--- src/sv/phwbc_pkg.sv ---
// ----------------------------------------------------------------------------
// phwbc_pkg
// Types and constants shared by the per-host window byte counter.
// ----------------------------------------------------------------------------
package phwbc_pkg;

  localparam int SLOTS      = 60;
  localparam int HOSTS      = 256;
  localparam int COUNT_BITS = 32;

  localparam int SLOT_W  = $clog2(SLOTS);
  localparam int HOST_W  = $clog2(HOSTS);
  localparam int ADDR_W  = HOST_W + SLOT_W;
  localparam int WIN_W   = 38;
  localparam int DAYB_W  = 48;
  localparam int DAYP_W  = 40;

  localparam logic [SLOT_W-1:0] SLOT_LAST = SLOT_W'(SLOTS - 1);

  localparam logic [31:0] MASK_RESET  = 32'hFFFF_0000;
  localparam logic [31:0] VALUE_RESET = 32'hC0A8_0000;
  localparam logic [7:0]  MAC_BCAST   = 8'hFF;
  localparam logic [7:0]  ETH_IPV4_HI = 8'h08;

  localparam logic [COUNT_BITS-1:0] SLOT_MAX = '1;
  localparam logic [WIN_W-1:0]      WIN_MAX  = '1;
  localparam logic [DAYB_W-1:0]     DAYB_MAX = '1;
  localparam logic [DAYP_W-1:0]     DAYP_MAX = '1;

  typedef enum logic [1:0] {
    MODE_FRAME = 2'd0,
    MODE_TICK  = 2'd1,
    MODE_QUERY = 2'd2,
    MODE_ROLL  = 2'd3
  } mode_t;

  localparam logic [0:0] REG_MASK  = 1'b0;
  localparam logic [0:0] REG_VALUE = 1'b1;

  // classified command handed from front to back
  typedef struct packed {
    mode_t             mode;
    logic              counted;
    logic [HOST_W-1:0] host;
    logic [15:0]       len;
  } cmd_t;

endpackage

--- src/sv/phwbc_if.sv ---
// ----------------------------------------------------------------------------
// phwbc_in_if / phwbc_out_if
// Valid/ready channels for requests and results.
// ----------------------------------------------------------------------------
interface phwbc_in_if;
  logic        valid;
  logic        ready;
  logic [1:0]  mode;
  logic [7:0]  dest_mac_first;
  logic [7:0]  ethertype_high;
  logic [31:0] source_address;
  logic [31:0] dest_address;
  logic [15:0] frame_length;
  logic [7:0]  query_host;
  modport source (output valid, mode, dest_mac_first, ethertype_high, source_address,
                  dest_address, frame_length, query_host, input ready);
  modport sink (input valid, mode, dest_mac_first, ethertype_high, source_address,
                dest_address, frame_length, query_host, output ready);
endinterface


--- src/sv/phwbc_front.sv ---
// ----------------------------------------------------------------------------
// phwbc_front
// Accepts requests, classifies frames against the subnet and holds a
// two-entry command queue for the back end.
// ----------------------------------------------------------------------------
module phwbc_front
  import phwbc_pkg::*;
(
  input  logic        clk,
  input  logic        rst_n,
  phwbc_in_if.sink    in_ch,
  input  logic [31:0] subnet_mask,
  input  logic [31:0] subnet_value,
  output logic        cmd_valid,
  output cmd_t        cmd,
  input  logic        cmd_pop
);

  cmd_t       q_r [2];
  logic       rd_r, rd_nxt, wr_r, wr_nxt;
  logic [1:0] cnt_r, cnt_nxt;
  logic       push;
  logic       src_loc, dst_loc;
  logic [31:0] loc_addr;
  cmd_t       cls;

  assign in_ch.ready = (cnt_r != 2'd2);
  assign push        = in_ch.valid && in_ch.ready;
  assign cmd_valid   = (cnt_r != 2'd0);
  assign cmd         = q_r[rd_r];

  // frame classification
  always_comb begin
    src_loc  = (in_ch.source_address & subnet_mask) == subnet_value;
    dst_loc  = (in_ch.dest_address & subnet_mask) == subnet_value;
    loc_addr = dst_loc ? in_ch.dest_address : in_ch.source_address;
    cls.mode = mode_t'(in_ch.mode);
    cls.len  = in_ch.frame_length;
    cls.counted = (in_ch.dest_mac_first != MAC_BCAST) && (in_ch.ethertype_high == ETH_IPV4_HI)
                  && (src_loc != dst_loc) && (loc_addr[15:8] == 8'd0);
    cls.host = cls.counted ? loc_addr[HOST_W-1:0] : '0;
    if (cls.mode == MODE_QUERY) cls.host = in_ch.query_host;
    if (cls.mode != MODE_FRAME) cls.counted = 1'b0;
  end

  // queue pointers
  always_comb begin
    rd_nxt  = rd_r ^ cmd_pop;
    wr_nxt  = wr_r ^ push;
    cnt_nxt = cnt_r + {1'b0, push} - {1'b0, cmd_pop};
  end

  always_ff @(posedge clk) begin
    if (!rst_n) begin
      rd_r  <= 1'b0;
      wr_r  <= 1'b0;
      cnt_r <= 2'd0;
    end else begin
      rd_r  <= rd_nxt;
      wr_r  <= wr_nxt;
      cnt_r <= cnt_nxt;
    end
  end

  always_ff @(posedge clk) begin
    if (push) q_r[wr_r] <= cls;
  end

endmodule

--- src/flat_wrapper.sv ---
// flat-port wrapper written by rule: the top's interface ports become plain ports
module phwbc_front_flat import phwbc_pkg::*;
  (clk, rst_n, subnet_mask, subnet_value, cmd_valid, cmd, cmd_pop, in_ch_valid, in_ch_mode, in_ch_dest_mac_first, in_ch_ethertype_high, in_ch_source_address, in_ch_dest_address, in_ch_frame_length, in_ch_query_host, in_ch_ready);
  phwbc_in_if in_ch_i ();
  input  logic clk;
  input  logic rst_n;
  input  logic [31:0] subnet_mask;
  input  logic [31:0] subnet_value;
  output logic cmd_valid;
  output cmd_t cmd;
  input  logic cmd_pop;
  input wire logic [$bits(in_ch_i.valid)-1:0] in_ch_valid;
  input wire logic [$bits(in_ch_i.mode)-1:0] in_ch_mode;
  input wire logic [$bits(in_ch_i.dest_mac_first)-1:0] in_ch_dest_mac_first;
  input wire logic [$bits(in_ch_i.ethertype_high)-1:0] in_ch_ethertype_high;
  input wire logic [$bits(in_ch_i.source_address)-1:0] in_ch_source_address;
  input wire logic [$bits(in_ch_i.dest_address)-1:0] in_ch_dest_address;
  input wire logic [$bits(in_ch_i.frame_length)-1:0] in_ch_frame_length;
  input wire logic [$bits(in_ch_i.query_host)-1:0] in_ch_query_host;
  output wire logic [$bits(in_ch_i.ready)-1:0] in_ch_ready;
  assign in_ch_i.valid = in_ch_valid;
  assign in_ch_i.mode = in_ch_mode;
  assign in_ch_i.dest_mac_first = in_ch_dest_mac_first;
  assign in_ch_i.ethertype_high = in_ch_ethertype_high;
  assign in_ch_i.source_address = in_ch_source_address;
  assign in_ch_i.dest_address = in_ch_dest_address;
  assign in_ch_i.frame_length = in_ch_frame_length;
  assign in_ch_i.query_host = in_ch_query_host;
  assign in_ch_ready = in_ch_i.ready;
  phwbc_front u_core (.clk(clk), .rst_n(rst_n), .in_ch(in_ch_i), .subnet_mask(subnet_mask), .subnet_value(subnet_value), .cmd_valid(cmd_valid), .cmd(cmd), .cmd_pop(cmd_pop));
endmodule
--- config.mk ---
export PLATFORM = sky130hd
export DESIGN_NAME = phwbc_front_flat
export DESIGN_NICKNAME = d
export VERILOG_FILES = /design/src/sv/phwbc_pkg.sv /design/src/sv/phwbc_if.sv /design/src/sv/phwbc_front.sv /design/src/flat_wrapper.sv
export SDC_FILE = /design/constraint.sdc
export NUM_CORES = 1
export LEC_CHECK = 0
export ABC_AREA = 1
export BUFFER_PORTS_ARGS = -buffer_cell sky130_fd_sc_hd__buf_2
export CAP_MARGIN = 10
export CORE_MARGIN = 2
export CORE_UTILIZATION = 25
export CTS_CLUSTER_DIAMETER = 200
export DETAILED_ROUTE_END_ITERATION = 12
export PLACE_DENSITY = 0.6
export SYNTH_ARGS = -nofsm -noshare
export SYNTH_HDL_FRONTEND = slang
export SYNTH_SLANG_ARGS = --single-unit
--- constraint.sdc ---
create_clock -name clk -period 2.8 [get_ports clk]
set_clock_uncertainty 0.2 [all_clocks]
set_input_delay 0.14 -clock clk [delete_from_list [all_inputs] [get_ports clk]]
set_output_delay 0.14 -clock clk [all_outputs]
set_load 0.02 [all_outputs]
* Word level (Yosys, flattened, before mapping) *
Memories as Yosys holds them, arrays and structs flattened. A register that Yosys moved wholly into a read port is not among the register bits.
Index checks and enable logic that the tools add are counted.
W data, S select, Z words.

cells by class
  add/sub/neg operators = 2
  equality and inequality tests = 7
  multiplexer cells = 7
  bitwise operators = 4
  reductions and logical operators = 7

operators with widths
  kind                  number
  $and A32 B32 Y32      2
  $eq A32 B32 Y1        2
  $mux W16              1
  $mux W8               2
  $eq A8 B4 Y1 const B  1
  $logic_not A8 Y1      1
  $ne A8 B8 Y1 const B  1
  $logic_and A1 B1 Y1   4
  $mux W1               4
  $reduce_bool A2 Y1    2
  $add A2 B1 Y2         1
  $eq A2 B2 Y1 const B  1
  $ne A2 B2 Y1 const B  1
  $sub A2 B1 Y2         1
  $xor A1 B1 Y1         2
  $ne A1 B1 Y1          1

word-level totals
  bits in registers = 4
  RAM bits = 54
  input port bits = 174
  output and inout bits = 29
  word-level logic and storage cells = 31
  memories = 1

memories
  name        words  width  rd ports  clocked after memory_dff  write ports  line               RTL
  u_core.q_r  2      27     1         1                         1            phwbc_front.sv:19  cmd_t q_r [2];

* Logic depth before layout (Yosys ltp) *
  depth after elaboration = 7
  gate-level depth with buffers = 15

* Worst setup path after synthesis *
No wires, ideal clock.

  path type = register to register
  start = reg u_core.cnt_r[0]
  end = mem u_core.q_r[1][0] (netlist name) (enable)
  setup time = 386 ps
  arrival = 1417 ps
  required time = 2214 ps
  path slack = 796 ps
  cell stages (with the launch flop) = 4
  clock period less this slack = 2004 ps
  cell sequence = dfxtp_1 inv_1 a21boi_0 ha_1

on the way
  longest elaborated chain between the ends = 4

ends and longest elaborated chain
  item                           line               RTL
  start, declared                phwbc_front.sv:21  logic [1:0] cnt_r, cnt_nxt;
  start signal, assigned         phwbc_front.sv:61  cnt_r <= cnt_nxt;
  $ne A2 B2 Y1                   phwbc_front.sv:27  assign in_ch.ready = (cnt_r != 2'd2);
  $logic_and A1 B1 Y1            phwbc_front.sv:28  assign push = in_ch.valid && in_ch.ready;
  $mux W1                        phwbc_front.sv:66  if (push) q_r[wr_r] <= cls;
  $mux W1 (implied by the code)  phwbc_front.sv:66
  end, declared                  phwbc_front.sv:19

Every way passes these cells.

==> qor.csv <==
stage,metric,value,unit
synthesis,Synthesized Nets,687,
sta,Tcrit/Tclk final,0.671,
sta,max frequency,0.533,GHz
sta,worst slew pin tran,0.441,ns
sta,Tmin final,1.88,ns
cts,post-CTS sizing,0,
synthesis,Netlist cell types,36,
layout,Filler Cell Count,1607,
die,die width,130,microns
cts,Post-CTS Setup Bufs,0,
layout,area delta synth->final,47.2,%
sta,Fin Setup TNS,0,ns
route,DR vias,4071,
synthesis,xor and xnor area share after synthesis,0.0222,
route,Detailed Routing Iterations Pass 1,4,
grt,initial antenna violation count,2,
grt,largest net degree at the start of global routing,28,
pwr,static leakage,2.91,nW
worst_setup_path,CP startpoint kind,flip-flop,
worst_setup_path,WS Path Type,flip-flop to primary output,
pwr,Power Density,503,nW/um^2
die,Ports,203,
place,Placed Instance Area,5230,sq um
worst_setup_path,critical path required time,2.46,ns
die,Row Count,45,
worst_setup_path,critical path arrival,1.54,ns
grt,GR Util All Layers,0.133,
place,Port-buffer cells,202,
layout,area of the multi-input gates,2000,sq um
grt,first-pass GRT wire length,17500,microns
route,drt initial violations,121,
synthesis,Synth area leaders,"edfxtp_1 (41%), nand2_1 (20%), nand3_1 (8.1%), mux2_2 (5.7%), inv_1 (4.8%)",
synthesis,Synth top area share,0.411,
synthesis,combinational family with the most area after synthesis,simple AND/OR/NAND/NOR gates,
cts,H-tree level count,3,
cts,CTS tree,yes,
grt,total grt overflow,0,
synthesis,post-synth top area cell,edfxtp_1,
synthesis,Syn Area/Cell,7.76,sq um
die,die height,130,microns
place,Detail Placement HPWL,9410,microns
sta,final hold vios,0,
layout,final core utilization,0.380,
route,post-route antenna net violation count,0,
cts,"Hold-fix buffers, CTS",29,
synthesis,adder-cell share of the synthesized area,0.0127,
synthesis,sequential share of the synthesized area,0.436,
job,maxcap violations,0,
die,starting density of the core,0.258,
status,status,"complete, no violations",
worst_setup_path,crit path capture type,primary output,
cts,Clock Path Buffers,2,
min_path,HP Class,input pin to flip-flop,
sta,RSZ-0062 raised after global routing,false,
sta,Worst slew margin,0.704,
cts,cts bufs inserted,9,
synthesis,Yosys reg bits,59,
cts,clock root buffer,clkbuf_16,
layout,"most common cell after layout, fill and taps aside",nand2_1,
layout,cell area after layout,5810,sq um
route,Vias/cell,4.21,
die,core box area,15300,sq um
synthesis,Mapped Cells,509,
layout,"commonest non-fill, non-tap cells in the layout","nand2_1 (213), buf_2 (202), nand3_1 (64)",
layout,share of cells above drive strength 1,0.341,
layout,Total Nets Final,929,
pwr,Max IR drop VDD,0.375,mV
cts,Clock Sink Count,59,
sta,final slew viol count,0,
synthesis,Yosys warnings,0,
route,DR DRC count,0,
layout,FF/Latch Area,1720,sq um
synthesis,post-synthesis simple-gate area fraction,0.380,
place,Placer Congestion,0.855,
grt,vias in the first global route,3708,
cts,clk_lat worst skew,0.31,ns
worst_setup_path,critical-path maximum fanout,27,
layout,diode count,0,
synthesis,Synth Cell Area,3950,sq um
cts,clock slew at reported path FFs,0.05,ns
synthesis,post-synthesis compound-gate area fraction,0.0149,
route,final wirelength,11700,microns
synthesis,multiplexer share of the synthesized area,0.0770,
route,WL/cell,12.1,microns
sta,Final setup viols,0,
die,die area,16800,sq um
-- path summary, 6_finish.rpt --
path                       endpoint                   from  slack (ns)  depth (start not counted)
setup / recovery            cmd[17]              flip-flop        0.92                          3
hold reg to reg           flip-flop            u_core.rd_r        0.26                          1
setup reg to reg   u_core.q_r[0][3]        u_core.cnt_r[0]        0.98                          4
hold / removal    u_core.q_r[1][23]  in_ch_dest_address[7]        0.12                          5
-- metal layers --
layer / share of wire / global-route usage / vias to the layer above
li1: - / - / 2155
met3: 0.089 / 0.0339 / 13
met2: 0.49 / 0.241 / 167
met4: 0.0083 / 0.0411 / 4
met1: 0.42 / 0.153 / 1732
met5: 0.0023 / 0 / -
-- report_power, final --
part           switching [mW]  internal [mW]
clock network           0.361          0.682
logic                   0.439          0.314
registers              0.0255           1.10
-- per-stage QoR --
stage          std cells  power [mW]  setup WS (ns)  hold slack, ns
5_1_grt              967        3.07          0.827           0.141
3_5_place_dp         922        1.87          0.713           0.133
3_3_place_gp         922        1.86          0.745           0.130
2_1_floorplan        509        1.55          0.796          0.0335
4_1_cts              967        2.95          0.902           0.108
6_report             967        2.92          0.922           0.115
-- Yosys cell counts, drive strengths merged --
master	count
o21ai	2
inv	52
a21oi	4
mux2	27
clkbuf	1
xor2	9
o211a	1
nand4	8
nor3	2
nand2	220
or2	2
edfxtp	54
nor4	5
nand3b	2
dfxtp	5
a21boi	1
buf	3
and2	1
nor2	40
nand3	65
ha	4
xnor2	1
-- flip-flops by register name (all words and copies together) (netlist names), named ones only --
signal and count:
u_core.cnt_r 2, u_core.q_r 54, u_core.rd_r 1, u_core.wr_r 1
-- critical path, stage by stage, from the launching register on --
cell and delay (ns):
dfxtp_1 0.30, buf_4 0.34, mux2_2 0.39, buf_2 0.17
-- logic make-up after synthesis --
group / count (synthesis)
flip-flops: 59
multiplexers: 27
XOR/XNOR: 10
AND/OR/NAND/NOR: 345
buffers and inverters: 56
AO/OA/AOI/OAI: 8
adder cells (fa/ha/maj): 4
-- cell type report --
cell class / instances / share of cell area
Timing Repair Buffer: 235 / 0.229
Multi-Input combinational cell: 394 / 0.344
Sequential cell: 59 / 0.296
Clock inverter: 7 / 0.0118
Clock buffer: 9 / 0.0387
Tap cell: 211 / 0.0454
Inverter: 52 / 0.0349
Power figures use the tool's default switching activity.
